<file path="src/rtl/brrt_pkg.sv">
// ----------------------------------------------------------------------------
// Bus request/response tracker package
// Shared constants, opcodes, state type and controller/datapath command types.
// ----------------------------------------------------------------------------
package brrt_pkg;

  localparam int unsigned TableEntriesDefault = 16;
  localparam logic [15:0] QueryGapReset = 16'd1600;

  localparam logic [2:0] OP_LOAD     = 3'd0;
  localparam logic [2:0] OP_TRANSMIT = 3'd1;
  localparam logic [2:0] OP_RESPONSE = 3'd2;
  localparam logic [2:0] OP_CHECK    = 3'd3;
  localparam logic [2:0] OP_EXPIRE   = 3'd4;
  localparam logic [2:0] OP_READ     = 3'd5;
  localparam logic [2:0] OP_CLEAR    = 3'd6;

  localparam logic [1:0] PH_PENDING = 2'd0;
  localparam logic [1:0] PH_DONE    = 2'd1;
  localparam logic [1:0] PH_EXPIRED = 2'd2;

  localparam logic [0:0] CFG_EXPIRE = 1'b0;
  localparam logic [0:0] CFG_GAP    = 1'b1;

  typedef enum logic [2:0] {
    ST_IDLE,
    ST_SEARCH,
    ST_SHIFT,
    ST_SKIP,
    ST_FINISH,
    ST_OUT
  } ctrl_state_t;

  typedef struct packed {
    logic capture;
    logic search;
    logic shift;
    logic skip;
    logic finish;
    logic clear_out;
  } dp_cmd_t;

  typedef struct packed {
    logic search_done;
    logic shift_done;
    logic skip_done;
    logic need_insert;
    logic need_skip;
  } dp_status_t;

endpackage

</file>
<file path="src/rtl/brrt_ctrl.sv">
// ----------------------------------------------------------------------------
// Bus request/response tracker controller
// Sequences capture, ordered insert, skip walk and result hand-off.
// ----------------------------------------------------------------------------
module brrt_ctrl (
  input  logic                clk,
  input  logic                rst_n,
  input  logic                in_tvalid,
  output logic                in_tready,
  output logic                out_tvalid,
  input  logic                out_tready,
  input  brrt_pkg::dp_status_t st,
  output brrt_pkg::dp_cmd_t    cmd
);
  import brrt_pkg::*;

  ctrl_state_t state_r, state_nxt;

  always_ff @(posedge clk) begin
    if (!rst_n) begin
      state_r <= ST_IDLE;
    end else begin
      state_r <= state_nxt;
    end
  end

  always_comb begin
    state_nxt  = state_r;
    cmd        = '0;
    in_tready  = 1'b0;
    out_tvalid = 1'b0;
    case (state_r)
      ST_IDLE: begin
        in_tready = 1'b1;
        if (in_tvalid) begin
          cmd.capture = 1'b1;
          state_nxt   = ST_SEARCH;
        end
      end
      ST_SEARCH: begin
        if (st.need_insert) begin
          cmd.search = 1'b1;
          if (st.search_done) state_nxt = ST_SHIFT;
        end else if (st.need_skip) begin
          state_nxt = ST_SKIP;
        end else begin
          state_nxt = ST_FINISH;
        end
      end
      ST_SHIFT: begin
        cmd.shift = 1'b1;
        if (st.shift_done) state_nxt = ST_FINISH;
      end
      ST_SKIP: begin
        cmd.skip = 1'b1;
        if (st.skip_done) state_nxt = ST_FINISH;
      end
      ST_FINISH: begin
        cmd.finish = 1'b1;
        state_nxt  = ST_OUT;
      end
      ST_OUT: begin
        out_tvalid = 1'b1;
        if (out_tready) begin
          cmd.clear_out = 1'b1;
          state_nxt     = ST_IDLE;
        end
      end
      default: state_nxt = ST_IDLE;
    endcase
  end

endmodule

</file>
<file path="src/rtl/brrt_dp.sv">
// ----------------------------------------------------------------------------
// Bus request/response tracker datapath
// Entry table, pointers, timing registers and result register.
// ----------------------------------------------------------------------------
module brrt_dp #(
  parameter int unsigned TABLE_ENTRIES = brrt_pkg::TableEntriesDefault
) (
  input  logic                 clk,
  input  logic                 rst_n,
  input  logic [111:0]         in_tdata,
  input  logic                 cfg_we,
  input  logic [0:0]           cfg_index,
  input  logic [31:0]          cfg_wdata,
  input  brrt_pkg::dp_cmd_t    cmd,
  output brrt_pkg::dp_status_t st,
  output logic [207:0]         out_tdata
);
  import brrt_pkg::*;

  localparam int unsigned IW = (TABLE_ENTRIES > 1) ? $clog2(TABLE_ENTRIES) : 1;
  localparam int unsigned CW = $clog2(TABLE_ENTRIES + 1);

  logic [7:0]  dev_r [TABLE_ENTRIES];
  logic [15:0] com_r [TABLE_ENTRIES];
  logic        qry_r [TABLE_ENTRIES];
  logic [31:0] val_r [TABLE_ENTRIES];
  logic [47:0] stp_r [TABLE_ENTRIES];

  logic [CW-1:0] count_r, send_r, reply_r, pos_r, walk_r;
  logic [1:0]    phase_r;
  logic [47:0]   first_r, deadline_r, next_r, compl_r;
  logic [31:0]   expire_r;
  logic [15:0]   gap_r;

  logic [2:0]  op_r;
  logic [7:0]  bus_r;
  logic [15:0] code_r;
  logic        qf_r;
  logic [31:0] rval_r;
  logic [3:0]  idx_r;
  logic [47:0] now_r;
  logic        go_r;

  logic        o_sent_r, o_acc_r, o_exp_r, o_q_r;
  logic [7:0]  o_bus_r;
  logic [15:0] o_cmd_r;
  logic [31:0] o_val_r;
  logic [47:0] o_stamp_r;

  logic [IW-1:0] send_i, reply_i, pos_i, walk_i, walkm_i;
  logic          send_ok, reply_ok, reply_lt_send, idx_ok;
  logic [47:0]   first_eff;

  assign send_i  = send_r[IW-1:0];
  assign reply_i = reply_r[IW-1:0];
  assign pos_i   = pos_r[IW-1:0];
  assign walk_i  = walk_r[IW-1:0];
  assign walkm_i = IW'(walk_r - 1'b1);
  assign send_ok = send_r < count_r;
  assign reply_ok = reply_r < count_r;
  assign reply_lt_send = reply_r < send_r;
  assign idx_ok = (CW'(idx_r) < count_r) && (32'(idx_r) < TABLE_ENTRIES);

  assign st.need_insert = go_r && (op_r == OP_LOAD);
  assign st.search_done = (pos_r >= count_r) || (dev_r[pos_i] > bus_r);
  assign st.shift_done  = (walk_r == pos_r);
  assign st.need_skip   = go_r &&
                          (((op_r == OP_TRANSMIT) && (phase_r == PH_PENDING) &&
                            send_ok && reply_ok && (dev_r[send_i] == dev_r[reply_i])) ||
                           ((op_r == OP_RESPONSE) && reply_ok && reply_lt_send &&
                            (dev_r[reply_i] == bus_r) && (com_r[reply_i] == code_r)));
  assign st.skip_done   = (o_sent_r || o_acc_r) &&
                          !(reply_ok && reply_lt_send && !qry_r[reply_i]);

  always_ff @(posedge clk) begin
    if (!rst_n) begin
      expire_r <= '0;
      gap_r    <= QueryGapReset;
    end else if (cfg_we) begin
      case (cfg_index)
        CFG_EXPIRE: expire_r <= cfg_wdata;
        CFG_GAP:    gap_r    <= cfg_wdata[15:0];
        default:    ;
      endcase
    end
  end

  always_ff @(posedge clk) begin
    if (!rst_n || (cmd.finish && go_r && op_r == OP_CLEAR)) begin
      count_r <= '0; send_r <= '0; reply_r <= '0; phase_r <= PH_PENDING;
      first_r <= '0; deadline_r <= '0; next_r <= '0; compl_r <= '0;
      go_r <= 1'b0;
    end else begin
      if (cmd.capture) begin
        op_r   <= in_tdata[2:0];   bus_r <= in_tdata[10:3];
        code_r <= in_tdata[26:11]; qf_r  <= in_tdata[27];
        rval_r <= in_tdata[59:28]; idx_r <= in_tdata[63:60];
        now_r  <= in_tdata[111:64];
        go_r   <= 1'b1;
        pos_r  <= '0;
        walk_r <= count_r;
        {o_sent_r, o_acc_r, o_exp_r, o_q_r} <= '0;
        o_bus_r <= '0; o_cmd_r <= '0; o_val_r <= '0; o_stamp_r <= '0;
      end
      if (cmd.search && !st.search_done) pos_r <= pos_r + 1'b1;
      if (cmd.shift) begin
        if (walk_r != pos_r) begin
          dev_r[walk_i] <= dev_r[walkm_i]; com_r[walk_i] <= com_r[walkm_i];
          qry_r[walk_i] <= qry_r[walkm_i]; val_r[walk_i] <= val_r[walkm_i];
          stp_r[walk_i] <= stp_r[walkm_i];
          walk_r <= walk_r - 1'b1;
        end
      end
      if (cmd.search && st.search_done && (count_r >= CW'(TABLE_ENTRIES))) begin
        walk_r <= pos_r;
      end
      if (cmd.skip) begin
        if (walk_r == count_r && reply_r == reply_r && !o_acc_r && !o_sent_r) begin
          // First skip cycle: apply the transmit or response step.
          if (op_r == OP_TRANSMIT) begin
            o_sent_r <= 1'b1; o_bus_r <= dev_r[send_i];
            o_cmd_r <= com_r[send_i]; o_q_r <= qry_r[send_i];
            stp_r[send_i] <= now_r;
            send_r <= send_r + 1'b1;
            next_r <= qry_r[send_i] ? now_r + 48'(gap_r) : now_r;
          end else begin
            o_acc_r <= 1'b1;
            val_r[reply_i] <= rval_r; stp_r[reply_i] <= now_r;
            reply_r <= reply_r + 1'b1;
            deadline_r <= now_r + 48'(expire_r);
          end
        end else if (!st.skip_done) begin
          reply_r <= reply_r + 1'b1;
        end
      end
      if (cmd.finish && go_r) begin
        go_r <= 1'b0;
        case (op_r)
          OP_LOAD: begin
            if (count_r < CW'(TABLE_ENTRIES)) begin
              dev_r[pos_i] <= bus_r; com_r[pos_i] <= code_r; qry_r[pos_i] <= qf_r;
              val_r[pos_i] <= '0; stp_r[pos_i] <= '0;
              count_r <= count_r + 1'b1;
              o_acc_r <= 1'b1;
            end
          end
          OP_TRANSMIT: begin
            if (phase_r == PH_PENDING && first_r == '0) begin
              first_r    <= now_r;
              deadline_r <= now_r + 48'(expire_r);
            end
            if ((o_sent_r || o_acc_r) && phase_r == PH_PENDING &&
                !reply_ok && !send_ok) begin
              phase_r <= PH_DONE;
              compl_r <= now_r - first_eff;
            end
          end
          OP_RESPONSE: begin
            if (o_acc_r && phase_r == PH_PENDING && !reply_ok && !send_ok) begin
              phase_r <= PH_DONE;
              compl_r <= now_r - first_r;
            end
          end
          OP_CHECK: begin
            o_exp_r <= (phase_r == PH_EXPIRED) ||
                       ((deadline_r != '0) && (now_r > deadline_r));
          end
          OP_EXPIRE: begin
            phase_r <= PH_EXPIRED;
            o_exp_r <= 1'b1;
          end
          OP_READ: begin
            if (idx_ok) begin
              o_bus_r <= dev_r[IW'(idx_r)]; o_cmd_r <= com_r[IW'(idx_r)];
              o_q_r <= qry_r[IW'(idx_r)]; o_val_r <= val_r[IW'(idx_r)];
              o_stamp_r <= stp_r[IW'(idx_r)];
            end
          end
          default: ;
        endcase
      end
    end
  end

  assign first_eff = (first_r == '0) ? now_r : first_r;

  assign out_tdata = {
    2'd0, compl_r, next_r, o_exp_r, phase_r, o_stamp_r, o_val_r, o_acc_r,
    o_q_r, o_cmd_r, o_bus_r, o_sent_r
  };

endmodule

</file>
<file path="src/rtl/bus_request_response_tracker.sv">
// Items are handled one at a time: a load searches and shifts the table, and a matched
//   transmit or response walks past the skipped entries before the result is offered.
// A new item is taken only after the previous result has been accepted.
// Reset (rst_n low, synchronous) empties the table, clears all tracking state
//   and returns the registers to expire interval 0 and query gap 1600.
// ----------------------------------------------------------------------------
// Bus request/response tracker
// Top level joining the controller and the datapath.
// ----------------------------------------------------------------------------
module bus_request_response_tracker #(
  parameter int unsigned TABLE_ENTRIES = brrt_pkg::TableEntriesDefault
) (
  input  logic         clk,
  input  logic         rst_n,
  input  logic         in_tvalid,
  output logic         in_tready,
  // opcode, bus_id, command_code, query_flag, response_value, entry_index, now_us
  input  logic [111:0] in_tdata,
  output logic         out_tvalid,
  input  logic         out_tready,
  // sent, sent_bus_id, sent_command, sent_query, accepted, read_value,
  // read_stamp_us, status, expired_now, next_send_us, complete_us
  output logic [207:0] out_tdata,
  input  logic         cfg_we,
  input  logic [0:0]   cfg_index,
  input  logic [31:0]  cfg_wdata
);
  import brrt_pkg::*;

  dp_cmd_t    cmd;
  dp_status_t st;

  brrt_ctrl u_ctrl (
    .clk, .rst_n, .in_tvalid, .in_tready, .out_tvalid, .out_tready, .st, .cmd
  );

  brrt_dp #(.TABLE_ENTRIES(TABLE_ENTRIES)) u_dp (
    .clk, .rst_n, .in_tdata, .cfg_we, .cfg_index, .cfg_wdata, .cmd, .st, .out_tdata
  );

endmodule

</file>
<file path="config.mk">
export PLATFORM = sky130hd
export DESIGN_NAME = bus_request_response_tracker
export DESIGN_NICKNAME = d
export VERILOG_FILES = /design/src/rtl/brrt_pkg.sv /design/src/rtl/brrt_ctrl.sv /design/src/rtl/brrt_dp.sv /design/src/rtl/bus_request_response_tracker.sv
export SDC_FILE = /design/constraint.sdc
export NUM_CORES = 2
export LEC_CHECK = 0
export BUFFER_PORTS_ARGS = -buffer_cell sky130_fd_sc_hd__buf_2
export CORE_AREA = 3 3 418 420
export DETAILED_ROUTE_END_ITERATION = 16
export DIE_AREA = 0 0 421 423
export MAX_ROUTING_LAYER = met4
export PLACE_DENSITY = 0.83
export SLEW_MARGIN = 20
export SYNTH_ARGS = -nofsm -noshare
export SYNTH_HDL_FRONTEND = slang
export SYNTH_SLANG_ARGS = --single-unit
</file>
<file path="constraint.sdc">
create_clock -name clk -period 19.65 [get_ports clk]
set_clock_uncertainty 0.2 [all_clocks]
set_input_delay 0.9825 -clock clk [delete_from_list [all_inputs] [get_ports clk]]
set_output_delay 0.9825 -clock clk [all_outputs]
set_load 0.02 [all_outputs]
</file>
==> impl_results.md <==
* Post_cts resized at 0
* CTS Buf Count at 216
* Overall Power at 12,700 µW
* Final Setup Violations at 0
* Die width at 421 µm
* Slew margin rel. at 14.4%
* Gr ovfl total at 0
* DP Wirelength at 204 mm
* Clock slew seen by the registers of the worst setup and hold paths at 0.07 ns
* Clock insertion delay at the later pin of the skew report at just over 0.9 ns
* Post-DRT Antenna Nets at 0
* Num Clock Sinks at 2,187
* Critical Path End Type: register
* Simple-Gate Fraction of Synth Area at 5.62%
* Vias in the first global route at about 75,000
* Setup Buffers After CTS at 0
* Max Freq at 150 MHz
* DR iter-0 viols at approximately 13,000
* Post-layout min period at 6.69 ns
* Total GRT Usage at 41.5%
* Post-synthesis mux area share at 27.4%
* Main synth FF type: edfxtp_1
* Worst-path fanout max at 66
* WL met3 at 51.5 mm
* Largest net degree at the start of global routing at approximately 150
* Leak at 0.0404 µW
* Post-Syn Area per Cell at about 16 µm²
* H-Tree Depth at 4
* Die H at 423 µm
* Via count at around 76,000
* Period utilisation layout at 34.0%
* Via-to-Cell Ratio at 7.93
* CP required at 20.00 ns
* Share of the synthesized area in the top cell type at 51.5%
* Root buf cell: clkbuf_16
* Synthesized area at 111,000 µm²
* Clk buf depth at 3
* Wirelength, routed at 360 mm
* Share of cells above drive strength 1 at 31.4%
* Yosys cell types at between 80 and 90
* Placer congestion estimate at 0.978
* Max-Cap Viols at 0
* Crit start category: register
* CORE AREA at 171,000 µm²
* IO buf count at 357
* Unrepaired setup endpoints after global routing: no
* Wire per inst at 37.5 µm
* Die Area at 178,000 µm²
* CTS tree: done
* # IOs at 360
* Final Hold Viols at 0
* Synthesis-stage register bit count at 2,187
* Nets at 7,411
* WL met2 at approximately 170 mm
* Count leader, synth: edfxtp_1
* Worst hold path depth at 1
* Cell Pwr Density at 104 nW/µm²
* Post-synthesis async set-or-reset flop share at 0%
* First-pass GRT wire length at about 520 mm
* Status: finished clean
* Hold Path Class: input pin to register
* Register area share after synthesis at 56.5%
* Synth warn at 0
* Max-slew violations at 0
* Worst Max-Slew Pin Slew at 1.28 ns
* Met1 WL at between 100 and 150 mm
* Synth cell count leaders: 1,910 x edfxtp_1, 1,304 x mux4_2, 672 x nand2_1
* Initial antenna violation count at 7
* Top layer in use: met4
* DRC violations left at 0
* Row cnt at 152
* Total iterations of the first detailed-routing run at 8
* Arrival time at the worst endpoint at 7.04 ns
* XOR/XNOR Fraction of Synth Area at 1.47%
* Syn-to-layout area delta at 10.6%
* Number of cells produced by synthesis at 6,865
* Worst R2R Path Depth at 12
* Initial Utilization at 65.0%
* CP Class: register to register
* Adder-cell share of the synthesized area at between 2 and 2.5%
* Post-synth EDFFs at 1,910
* Compound-Gate Fraction of Synth Area at 4.69%
* Combinational family with the most area after synthesis: multiplexers
* Dominant cell type by area after synthesis: edfxtp_1
* Maximum vdd drop at 0.0885 mV
* Hold Buf Count CTS at 0
* Top cells by area, synth: edfxtp_1 52%, mux4_2 26%, dfxtp_1 5.0%
* Setup TNS at 0 ns
[cell families after synthesis]
kind of cell | Yosys count
simple gates | 1425
buf+inv | 617
mux | 1404
xor+xnor | 187
other cells | 1
compound gates | 865
flops | 2187
fa+ha+maj | 179
[path summary, 6_finish.rpt]
path / from / to / slack [ns]
hold reg to reg: u_dp.compl_r[6] / u_dp.compl_r[6] / 0.25
setup / recovery: u_ctrl.state_r[1] / u_dp.val_r[4][13] / 12.96
hold / removal: in_tdata[56] / u_dp.rval_r[28] / 0.05
setup reg to reg: u_ctrl.state_r[1] / u_dp.val_r[4][13] / 12.96
[through the flow]
stage | cell area (µm²) | std cells | utilization [%] | hold WS [ns] | setup slack, ns
after floorplan | 111000 | 6866 | - | 0.240 | 12.35
after detailed placement | 116000 | 9169 | 67.5 | 0.244 | 13.09
after global routing | 123000 | 9588 | 71.9 | 0.0307 | 12.95
final | 123000 | 9589 | 71.9 | 0.0456 | 12.96
after global placement | 116000 | 9169 | 67.5 | 0.238 | 13.36
after CTS | 123000 | 9573 | 71.7 | 0.00441 | 13.39
[flip-flops by register name, indices dropped and copies added, names as in the netlist, 8 cells and up, named ones only]
signal,flops
u_dp.qry_r,16
u_dp.o_cmd_r,16
u_dp.com_r,256
u_dp.first_r,48
u_dp.expire_r,32
u_dp.compl_r,48
u_dp.dev_r,128
u_dp.o_val_r,32
u_dp.bus_r,8
u_dp.code_r,16
u_dp.rval_r,32
u_dp.stp_r,768
u_dp.o_bus_r,8
u_dp.deadline_r,48
u_dp.gap_r,16
u_dp.now_r,48
u_dp.next_r,48
u_dp.o_stamp_r,48
u_dp.val_r,512
[routing by layer]
layer,vias up,track usage [%]
li1,28500,-
met1,37800,51.3
met2,8028,61.0
met3,1670,11.1
met4,0,27.2
met5,-,-
[worst max-delay path, cell delays in order, from the launching register on]
cell	delay (ns)
dfxtp_1	0.47
nor2_1	0.13
nand3_1	0.23
nor3_1	0.09
nand2b_4	0.33
inv_8	0.48
and2_4	0.25
buf_4	0.88
buf_4	1.01
o21ai_0	0.59
nand2b_1	0.50
nor2_4	0.61
buf_4	0.48
[report_power, final]
group	leakage, µW	switching [µW]	internal [µW]
combinational	0.0173	1650	1080
sequential	0.0196	118	5650
clock	0.00349	1910	2340
[cells in the final DEF, fill, tap and decap left out, types with 131 or more instances in the layout]
cell	instances
clkbuf_16	216
nand3_1	159
edfxtp_1	1910
nand2_1	668
dfxtp_1	265
a21oi_1	357
ha_1	175
buf_4	137
buf_2	357
mux4_2	1304
o21ai_0	131
nor2_1	261
[final cells by class]
type | count | area [µm²]
fillers | 9767 | 48200
well taps | 2310 | 2890
multi-input cells | 4062 | 46600
repair buffers | 512 | 3140
diodes | 11 | 27.5
inverters | 103 | 394
clock inverters | 136 | 1470
clock buffers | 268 | 5700
flip-flops and latches | 2187 | 62900
Power figures use the tool's default switching activity.
